[src/spc_ram.sv]
// Generic single-port-write, single-port-read RAM with a registered read.
// Standalone; no package dependencies.
module spc_ram #(
  parameter int WIDTH = 8,
  parameter int DEPTH = 16
) (
  input  logic                     clk,
  input  logic                     we,
  input  logic [$clog2(DEPTH)-1:0] waddr,
  input  logic [WIDTH-1:0]         wdata,
  input  logic [$clog2(DEPTH)-1:0] raddr,
  output logic [WIDTH-1:0]         rdata
);

  logic [WIDTH-1:0] mem [DEPTH];

  always_ff @(posedge clk) begin
    if (we) begin
      mem[waddr] <= wdata;
    end
    rdata <= mem[raddr];
  end

endmodule

[config.mk]
export PLATFORM = sky130hd
export DESIGN_NAME = spc_ram
export DESIGN_NICKNAME = d
export VERILOG_FILES = /design/src/spc_ram.sv
export SDC_FILE = /design/constraint.sdc
export NUM_CORES = 1
export LEC_CHECK = 0
export ABC_CLOCK_PERIOD_IN_PS = 2700
export BUFFER_PORTS_ARGS = -buffer_cell sky130_fd_sc_hd__buf_2
export CORE_ASPECT_RATIO = 1.4
export CORE_MARGIN = 2
export CORE_UTILIZATION = 25
export DETAILED_ROUTE_END_ITERATION = 8
export PLACE_DENSITY = 0.5
export REMOVE_ABC_BUFFERS = 1
export SLEW_MARGIN = 20
export SYNTH_ARGS = -nofsm -noshare
export SYNTH_HDL_FRONTEND = slang
export SYNTH_SLANG_ARGS = --single-unit
export TNS_END_PERCENT = 1
[constraint.sdc]
create_clock -name clk -period 2.7 [get_ports clk]
set_clock_uncertainty 0.15 [all_clocks]
set_input_delay 0.54 -clock clk [delete_from_list [all_inputs] [get_ports clk]]
set_output_delay 0.54 -clock clk [all_outputs]
set_load 0.01 [all_outputs]
# After elaboration in Yosys (flattened, before gate mapping)
# Memories as Yosys holds them, arrays and structs flattened. A register that Yosys moved wholly into a read port is not among the register bits.
# Index checks and enable logic that the tools add are counted.
dict set report totals {
  ff_bits 0
  latchBits 0
  mem_bits_rw 128
  romBits 0
  output_inout_bits 8
  n_memories 1
}
# memory words word_bits rd rd_ports_with_merged_regs write_ports line
set mem_list {}
lappend mem_list {mem 16 8 1 1 1 15} ;# logic [WIDTH-1:0] mem [DEPTH];
dict set report classes {
  n_addsub 0
  mul 0
  div 0
  order_cmp 0
  n_eq_ne 0
  shifts 0
  muxes 2
  bitwise_logic 0
  reduce_logical 0
}
# operator n
set op_table {}
lappend op_table {{1-bit 2-to-1 mux} 2}

# Depth between registers and ports, before layout
dict set report depth {
  word_depth 2
  mapped_depth 5
}

# Worst setup path before layout
# No wires, ideal clock.
dict set report synth_timing {
  kind {input to register}
  startpoint {in waddr[2]}
  endpoint {mem mem[0][0] (enable)}
  setup_ns 0.383
  arrival_ns 1.650
  t_required_ns 2.167
  slack_ns 0.517
  cell_stages 2
  n_path_buf 0
  cell_sequence {or3b_2 nor3_1}
}
# element line
set synth_rtl {}
lappend synth_rtl {{start, declared} 9} ;# input logic [$clog2(DEPTH)-1:0] waddr,
lappend synth_rtl {{end, declared} 15}
# Straight into the memory's write port.

==> qor.yml <==
ant_nets: 0
combPwrFrac: 0.046
cp_data_required_time_ns: 2.83
clock.fmax_ghz: 0.563
path_clk_slew_ns: 0.06
antenna_found_initial: 0
worstPathMaxFanout: 32
critPathCaptureType: "register"
cts_inserted_buffers: 17
ys_ff_latch: 136
cts_root_buf: "clkbuf_16"
dr.pass1.iters: 4
hold_viol: 0
synthFlopType: "edfxtp_1"
ys_seq_area_frac: 0.778
syn_to_final_growth_pct: 21.8
wl_per_cell_microns: 18.8
grt_pass1_wl_mm: 15.8
wirelength_mm: 10.4
power.clock.fraction: 0.470
period_share: 0.657
syn_area_sq_mm: 0.00515
drv_slew: 0
ys_types: 19
ctsHoldBuffers: 0
period_minus_slack_ns: 1.77
hold_class: "in -> reg"
drive_gt1_frac: 0.295
drtIter0Drc: 123
cts_setup_buffers: 0
grt_overflow: 0
swShare: 0.190
p_leak_nw: 2.09
cp_data_arrival_time_ns: 1.91
via_count: 2402
start_util: 0.253
grt_setup_unrepaired: "no"
worst_slew_pin_slew_ns: 0.636
rows: 62
cap_viol_max_count: 0
p_switching_mw: 0.932
cts_sinks: 136
core-area_sq_mm: 0.0203
globalplace.congestion: 0.708
utilization: 0.308
max_slew_margin: 0.574
ys_async_sr_fraction: 0
die_y_microns: 174
clockBufferDepth: 2
pwr-share-seq: 0.484
grt_pass1_vias: 2562
internal-power_mw: 3.98
die-area_sq_mm: 0.0218
startpoint_type: "input pin"
setup_viol: 0
dp_hpwl_mm: 6.79
io_pins: 26
cts_tree: "yes"
synth_top_cell_area_share: 0.747
criticalPathCategory: "in -> reg"
power_density_mw_per_mm2: 784
synth_area_leaders: "edfxtp_1 75%, mux4_2 7.9%, mux4_1 7.1%"
grt_usage: 0.0992
ys_top_cells_by_count: "128 x edfxtp_1, 18 x mux4_2, 16 x a22oi_1"
nNetsFinal: 300
cts.repair.resized: 0
synth-edff-count: 128
tns_ns: 0
synth.most_common_cell: "edfxtp_1"
status: "completed"
avgSynthCellArea_sq_um: 22.5
htreeDepth: 4
ir_drop_uv: 284
n_antenna_cell: 0
grt_max_degree: 33
netlist_instances: 229
yosysTopAreaCell: "edfxtp_1"
clkLatencyLatePin_ns: 0.40
route.detailed.drc: 0
portBuffers: 25
vias_per_cell: 4.36
die_x_microns: 125
ys_warn_count: 0
metrics by stage:
stage	hold slack (ns)	std cells	setup WS (ns)	power [mW]	area, sq um
floorplan	0.479	219	0.517	2.52	5060
global placement	0.501	519	0.486	2.65	5670
detailed placement	0.521	519	0.488	2.65	5670
CTS	0.367	551	0.922	4.97	6270
global route	0.371	551	0.856	5.08	6270
finish	0.372	551	0.925	4.91	6270
flip-flops by register name, indices dropped and copies added (netlist names):
register and count:
mem 128, rdata 8
metal layers:
metal,wire (microns),up-vias,share of wire,GRT usage
li1,-,1076,-,-
met2,5400,60,0.52,0.166
met1,4460,1257,0.43,0.124
met3,407,9,0.039,0.0287
met4,106,0,0.010,0.0319
met5,0,-,0,0
cell families after synthesis:
group | count (synthesis) | synth area share
AOI/OAI and AO/OA | 16 | 0.0233
buffers and inverters | 10 | 0.0168
DFF | 136 | 0.778
muxes | 32 | 0.150
and+or+nand+nor | 35 | 0.0318
final timing paths:
path / from / to / slack, ns / cells past startpoint
worst max register to register: mem[5][2] / rdata[2] / 1.17 / 3
worst min register to register: mem[14][3] / rdata[3] / 0.52 / 3
worst min-delay path: wdata[2] / mem[4][2] / 0.37 / 1
worst max-delay path: raddr[0] / rdata[5] / 0.93 / 5
power by group through the flow:
stage                     Clock (mW)  Sequential (mW)  Combinational [mW]
final                           2.31             2.38               0.225
after global routing            2.45             2.38               0.247
after CTS                       2.37             2.38               0.231
after detailed placement           0             2.42               0.230
after global placement             0             2.42               0.225
after floorplan                    0             2.42              0.0946
layout make-up:
class	instances	area [sq um]
Sequential cell	136	4000
Clock buffer	20	437
Fill cell	2006	14100
Multi-Input combinational cell	83	1060
Clock inverter	12	156
Tap cell	256	320
Timing Repair Buffer	44	293
worst max-delay path, stage by stage:
cell	delay, ns
buf_2	0.10
buf_12	0.25
mux4_1	0.58
a22oi_1	0.31
nand2_1	0.10
cell usage in the layout, fill, tap and decap left out, drive strengths merged, types with 2 or more instances in the layout:
| cell type | instances |
|---|---|
| a22oi | 16 |
| buf | 44 |
| bufinv | 4 |
| clkbuf | 20 |
| clkinv | 7 |
| dfxtp | 8 |
| edfxtp | 128 |
| mux4 | 32 |
| nand2 | 9 |
| nand2b | 2 |
| nand3b | 2 |
| nor2 | 13 |
| nor3 | 4 |
No activity file was read; power rests on OpenSTA's default activity.
