[src/spc_pkg.sv]
// Package for the stack permutation checker.
// Holds the sizes, the memory request and result types and the shared constants.
// No dependencies.
package spc_pkg;

  localparam int MAX_CARS = 1024;
  localparam int CAR_W    = 11;
  localparam int CAR_MAX  = (1 << CAR_W) - 1;
  localparam int ADDR_W   = $clog2(MAX_CARS);
  localparam int CNT_W    = $clog2(MAX_CARS + 1);
  localparam int NU_W     = CAR_W + 1;

  localparam logic [CAR_W-1:0] CAR_CAP = CAR_W'((MAX_CARS > CAR_MAX) ? CAR_MAX : MAX_CARS);
  localparam logic [CAR_W-1:0] CARS_RESET = CAR_W'(1024);

  typedef struct packed {
    logic              we;
    logic [ADDR_W-1:0] waddr;
    logic [CAR_W-1:0]  wdata;
    logic [ADDR_W-1:0] raddr;
  } ram_req_t;

  typedef struct packed {
    logic valid;
    logic possible;
  } result_t;

endpackage

[src/spc_ctrl.sv]
// Sequencer of the stack permutation checker: takes cars, pushes and pops the stack memory.
// Depends on spc_pkg for sizes and the memory request and result types.
module spc_ctrl (
  input  logic                          clk,
  input  logic                          rst,
  input  logic                          in_valid,
  output logic                          in_stall,
  input  logic [spc_pkg::CAR_W-1:0]     car_number,
  input  logic                          last_car,
  input  logic [spc_pkg::CAR_W-1:0]     eff_cars,
  input  logic                          slot_free,
  output spc_pkg::ram_req_t             ram_req,
  input  logic [spc_pkg::CAR_W-1:0]     ram_rdata,
  output spc_pkg::result_t              res
);

  typedef enum logic [3:0] {
    S_IDLE  = 4'b0001,
    S_PUSH  = 4'b0010,
    S_CHECK = 4'b0100,
    S_HOLD  = 4'b1000
  } state_t;

  state_t                    state, state_next;
  logic [spc_pkg::CAR_W-1:0] car, car_next;
  logic                      last, last_next;
  logic [spc_pkg::CNT_W-1:0] depth, depth_next;
  logic [spc_pkg::NU_W-1:0]  next_unused, next_unused_next;
  logic                      failed, failed_next;
  logic [spc_pkg::CNT_W-1:0] depth_m1;
  logic [spc_pkg::NU_W-1:0]  car_ext;
  logic [spc_pkg::NU_W-1:0]  in_ext;
  logic [spc_pkg::NU_W-1:0]  eff_plus1;

  assign depth_m1  = depth - spc_pkg::CNT_W'(1);
  assign car_ext   = {1'b0, car};
  assign in_ext    = {1'b0, car_number};
  assign eff_plus1 = {1'b0, eff_cars} + spc_pkg::NU_W'(1);
  assign in_stall  = (state != S_IDLE);

  always_comb begin
    logic fin;
    fin              = 1'b0;
    state_next       = state;
    car_next         = car;
    last_next        = last;
    depth_next       = depth;
    next_unused_next = next_unused;
    failed_next      = failed;
    ram_req.we       = 1'b0;
    ram_req.waddr    = depth[spc_pkg::ADDR_W-1:0];
    ram_req.wdata    = next_unused[spc_pkg::CAR_W-1:0];
    ram_req.raddr    = depth_m1[spc_pkg::ADDR_W-1:0];
    res.valid        = 1'b0;
    res.possible     = 1'b0;

    unique case (state)
      S_IDLE: begin
        if (in_valid) begin
          car_next  = car_number;
          last_next = last_car;
          if (failed) begin
            state_next = S_HOLD;
          end else if (car_number == '0 || car_number > eff_cars) begin
            failed_next = 1'b1;
            state_next  = S_HOLD;
          end else if (in_ext >= next_unused) begin
            state_next = S_PUSH;
          end else if (depth == '0) begin
            failed_next = 1'b1;
            state_next  = S_HOLD;
          end else begin
            state_next = S_CHECK;
          end
        end
      end
      S_PUSH: begin
        if (next_unused < car_ext) begin
          if (depth == spc_pkg::CNT_W'(spc_pkg::MAX_CARS)) begin
            failed_next = 1'b1;
            fin         = 1'b1;
          end else begin
            ram_req.we       = 1'b1;
            depth_next       = depth + spc_pkg::CNT_W'(1);
            next_unused_next = next_unused + spc_pkg::NU_W'(1);
          end
        end else begin
          next_unused_next = car_ext + spc_pkg::NU_W'(1);
          fin              = 1'b1;
        end
      end
      S_CHECK: begin
        if (ram_rdata == car) begin
          depth_next = depth_m1;
        end else begin
          failed_next = 1'b1;
        end
        fin = 1'b1;
      end
      S_HOLD: begin
        fin = 1'b1;
      end
      default: begin
        state_next = S_IDLE;
      end
    endcase

    if (fin) begin
      if (!last) begin
        state_next = S_IDLE;
      end else if (slot_free) begin
        res.valid        = 1'b1;
        res.possible     = !failed_next && depth_next == '0 && next_unused_next == eff_plus1;
        depth_next       = '0;
        next_unused_next = spc_pkg::NU_W'(1);
        failed_next      = 1'b0;
        state_next       = S_IDLE;
      end else begin
        state_next = S_HOLD;
      end
    end
  end

  always_ff @(posedge clk) begin
    if (rst) begin
      state       <= S_IDLE;
      depth       <= '0;
      next_unused <= spc_pkg::NU_W'(1);
      failed      <= 1'b0;
    end else begin
      state       <= state_next;
      depth       <= depth_next;
      next_unused <= next_unused_next;
      failed      <= failed_next;
    end
    car  <= car_next;
    last <= last_next;
  end

endmodule

[config.mk]
export PLATFORM = sky130hd
export DESIGN_NAME = spc_ctrl
export DESIGN_NICKNAME = d
export VERILOG_FILES = /design/src/spc_pkg.sv /design/src/spc_ctrl.sv
export SDC_FILE = /design/constraint.sdc
export NUM_CORES = 1
export LEC_CHECK = 0
export BUFFER_PORTS_ARGS = -buffer_cell sky130_fd_sc_hd__buf_4
export CAP_MARGIN = 10
export CORE_ASPECT_RATIO = 0.8
export CORE_MARGIN = 4
export CORE_UTILIZATION = 45
export CTS_BUF_LIST = sky130_fd_sc_hd__clkbuf_16
export DETAILED_ROUTE_END_ITERATION = 8
export PLACE_DENSITY = 0.67
export SKIP_CTS_REPAIR_TIMING = 1
export SYNTH_ARGS = -nofsm -noshare
export SYNTH_HDL_FRONTEND = slang
export SYNTH_SLANG_ARGS = --single-unit
[constraint.sdc]
create_clock -name clk -period 5 [get_ports clk]
set_input_delay 1 -clock clk [delete_from_list [all_inputs] [get_ports clk]]
set_output_delay 1 -clock clk [all_outputs]
set_load 0.05 [all_outputs]
Word-level counts from Yosys, hierarchy flattened:

Index checks and enable logic that the tools add are counted.
Widths: inputs -> output; s select.

* input bits: 38
* output and inout port bits: 35
* flip-flop bits (word level): 40
* logic and storage cells: 78

* equal/unequal tests: 10
* add/subtract/negate cells: 5
* $lt $le $gt $ge: 3
* reduce and logical (&&, ||, !) cells: 11
* mux-type cells: 43

Operator list (number)
* $mux 12: 6
* $mux 11: 6
* $logic_not 11->1: 3
* $mux 4: 8
* $add 11x1->12 const B: 2
* $pmux 11 s2: 1
* $mux 1: 16
* $add 12x1->12 const B: 1
* $eq 12x12->1: 1
* $ge 11x12->1: 1
* $lt 12x11->1: 1
* $add 11x1->11 const B: 1
* $eq 11x11->1: 1
* $eq 11x11->1 const B: 1
* $gt 11x11->1: 1
* $sub 11x1->11 const B: 1
* $pmux 4 s2: 1
* $mux 2: 3
* $eq 4x1->1 const B: 1
* $eq 4x2->1 const B: 1
* $eq 4x3->1 const B: 1
* $eq 4x4->1 const B: 1
* $ne 4x1->1 const B: 1
* $reduce_and 2->1: 2
* other kinds (9): 10

Logic depth before layout (Yosys ltp):

* depth after elaboration: 13
* depth in mapped cells: 14
* depth with buffers taken out: 12

Worst setup path after synthesis:

OpenSTA, ideal clock, no wires.

* kind: flip-flop to output port
* from: reg depth[4] (netlist bit)
* to: out res[0] (netlist bit)
* arrival time: 3912 ps
* setup slack: 88 ps
* stages on the path, launching flop included: 11
* buffers on the path: 1
* path through: dfxtp_1 buf_6 or4_4 or4_1 nor3_1 xor2_1 a221oi_1 o2111ai_1 nor4_1 o2111ai_1 nor4_2

RTL lines
* from (decl): RTL line spc_ctrl.sv:27 `logic [spc_pkg::CNT_W-1:0] depth, depth_next;`
* from (signal assigned): RTL line spc_ctrl.sv:132 `depth <= depth_next;`
* to (decl): RTL line spc_ctrl.sv:14 `output spc_pkg::result_t res`

==> results.py <==
metrics = {
    "detailed_routing": {
        "vias": 4445,
        "drc": 0,
        "antenna_left": 0,
        "viasPerCell": 6.16,
        "avgRoutedWirePerCell_um": 19.2,
        "routed_wl_um": 13900,
        "first_iter_violations": 483,
        "first_pass_iters": 5,
    },
    "timing": {
        "slew_headroom": 0.455,
        "finalWorstSetupSlack_ns": 0.215,
        "finalSetupTns_ns": 0,
        "clock-skew-final_ns": 0.00745,
        "setup_viol": 0,
        "tightest_slew_ns": 0.814,
        "max_freq_mhz": 209,
        "hold_viol": 0,
        "final.period_utilization": 0.957,
        "finalCriticalPeriod_ns": 4.79,
        "maxSlewViolCount": 0,
    },
    "final_layout": {
        "final_cell_mix": "124 x buf_4, 38 x nor2_1, 38 x ha_1",
        "final_common_cell": "buf_4",
        "n_antenna_cell": 0,
        "final_nets": 685,
        "area_delta_synth_final_pct": 27.6,
        "drive_gt1_frac": 0.270,
    },
    "yosys": {
        "synth_seq_area_share": 0.226,
        "synth.area.mux_share": 0.00522,
        "syn_inst": 519,
        "synth_xor_area_frac": 0.0968,
        "yosys.area_share.simple": 0.245,
        "synth_compound_area_frac": 0.214,
        "ys_async_sr_fraction": 0,
        "ys.flop_type": "dfxtp_1",
        "synth_nets": 595,
        "syn_avg_cell_area_um2": 7.85,
        "synthTopCellsByArea": "dfxtp_1 14%, ha_1 12%, edfxtp_1 8.8%",
        "synth_fa_ha_area_frac": 0.117,
        "netlist_area_mm2": 0.00407,
        "synth-seq-cells": 40,
        "synth_edf_count": 12,
        "synth_top_family_by_area": "simple AND/OR/NAND/NOR gates",
        "synth_top_area_share": 0.138,
        "ys_warn_count": 0,
        "synth_top_cell_by_area": "dfxtp_1",
        "ys_types": 69,
    },
    "cts": {
        "cts_inserted_buffers": 5,
        "clk_pin_slew_ns": 0.06,
        "cts_tree": "done",
        "clock_sinks": 40,
        "cts_root_buf": "clkbuf_16",
        "htreeDepth": 2,
        "clk_latency_ns": 0.28,
        "clockBufferDepth": 2,
    },
    "pwr": {
        "p_total_uw": 940,
        "irDropWorstVdd_mv": 0.172,
        "seq_power_share": 0.391,
        "p_comb_frac": 0.234,
        "p_sw_uw": 281,
        "power.internal_uw": 659,
        "leakagePower_uw": 0.00220,
        "p_sw_frac": 0.299,
        "powerDensity_mw_per_mm2": 181,
        "p_clk_frac": 0.375,
    },
    "floorplanning": {
        "start_util": 0.472,
        "die-area_mm2": 0.0106,
        "boundaryPins": 73,
        "die_w_um": 114,
        "die-height_um": 93.1,
        "core_area_mm2": 0.00863,
        "rows": 30,
    },
    "global_routing": {
        "grtUsageMet3": 0.0692,
        "grt_max_degree": 17,
        "grt_overflow": 0,
        "grt_busiest_layer": "met1",
        "use_met1": 0.386,
        "antenna_found_initial": 0,
        "grt_pass1_vias": 4172,
        "grt_usage": 0.256,
        "grt_pass1_wl_um": 21700,
        "grtUsageMet2": 0.358,
    },
    "setup_path": {
        "crit_chain": "buf_4 -> xor2_1 -> nor4_2 -> nand3_2 -> o21ai_0 -> nand2_1 -> a221oi_1 -> buf_4 -> nand4_1 -> nor4_2 -> buf_4 -> o2111ai_1 -> nor4_2 -> buf_4",
        "worstSetupPathType": "in2out",
        "reg2regPathDepth": 12,
        "crit_cells": 14,
        "critPathBufInv": 4,
        "cp.arrival_ns": 3.79,
        "cp_top_family": "simple AND/OR/NAND/NOR gates",
        "path_max_fanout": 4,
        "crit_path_start_kind": "input pin",
        "slowest_stage": "nor4_2",
        "slowest_delay_ns": 0.40,
        "crit_top_cell": "buf_4",
        "required_ns": 4.00,
        "end_kind": "output pin",
    },
    "place": {
        "hpwl_um": 10900,
        "port_buffers": 72,
        "post-place-ws_ns": -0.00447,
        "routabilityCongestion": 1.04,
    },
    "worst_hold_path": {
        "min_path_cells": 2,
        "min_path_type": "reg2reg",
    },
    "status": {
        "status": "complete, no violations",
    },
    "run": {
        "maxCapViolCount": 0,
    },
}
-- metrics by stage --
stage / utilization / instance area (µm²) / cells / hold slack (ns)
after global placement: 0.564 / 4870 / 710 / 0.604
final: 0.602 / 5200 / 722 / 0.632
after detailed placement: 0.564 / 4870 / 710 / 0.630
after global routing: 0.602 / 5200 / 722 / 0.714
after CTS: 0.583 / 5030 / 718 / 0.640
after floorplan: - / 4070 / 519 / 0.514
-- per-layer routing --
metal	vias up	part of all wire	routed length, µm
met3	43	0.15	2040
li1	2071	-	-
met1	2001	0.43	5960
met2	330	0.40	5610
met5	-	0	0
met4	0	0.019	266
-- cell families (layout without fill, tap and decap cells) --
| group | Yosys count | count (layout) |
|---|---|---|
| and+or+nand+nor | 185 | 185 |
| adders and majority gates | 38 | 38 |
| muxes | 2 | 2 |
| AOI/OAI and AO/OA | 128 | 128 |
| xor gates and xnor gates | 45 | 45 |
| DFF | 40 | 40 |
| buffers and inverters | 81 | 172 |
-- registers in the layout, summed over array words and instances (netlist names) --
| name | count |
|---|---|
| car | 11 |
| last | 1 |
| state | 4 |
| depth | 11 |
| failed | 1 |
| next_unused | 12 |
-- path summary, 6_finish.rpt --
kind                                    from       end  slack, ns
worst max register to register       car[10]  depth[8]       1.97
worst min register to register          last  state[0]       0.63
worst max-delay path            ram_rdata[5]    res[0]       0.21
worst min-delay path                    last  state[0]       0.63
-- cell usage after synthesis, types with 3 or more instances --
cell type  count
nand3_1       22
nand2_1       34
buf_4         21
and2_1         8
and3_1         8
clkbuf_1      14
o21ai_0       12
or4_1          8
a21o_1        10
o22ai_1        7
nor4_1        15
xor2_1        19
a31oi_1       10
edfxtp_1      12
nor2b_1        3
nor3_1        16
a21oi_1       31
o21ai_1        7
inv_1         35
nand2b_1       3
buf_2          4
o31a_1         3
nor2_1        38
or3_1          4
ha_1          38
a2bb2oi_1      4
inv_2          5
o21a_1         5
a211oi_1       9
a311oi_1       3
dfxtp_1       28
nand4_1       10
xnor2_1       26
nor4b_1        4
o211ai_1       3
-- worst min-delay path, stage by stage, from the launching register on --
cell	delay, ns
edfxtp_1	0.34
nor2b_1	0.16
o21ai_0	0.09
-- power by group through the flow --
stage / registers, µW / logic, µW / clock network [µW]
global route: 369 / 242 / 374
finish: 368 / 220 / 353
floorplan: 372 / 126 / 0
detailed placement: 375 / 209 / 0
global placement: 375 / 204 / 0
CTS: 368 / 211 / 359
-- area by class of cell --
cell class | instances | area (µm²)
fillers | 784 | 3430
flip-flops and latches | 40 | 922
clock buffers | 6 | 150
clock inverters | 2 | 12.5
inverters | 40 | 150
well taps | 112 | 140
multi-input cells | 398 | 2890
repair buffers | 124 | 931
Note: power is estimated with default switching activity, not from simulation.
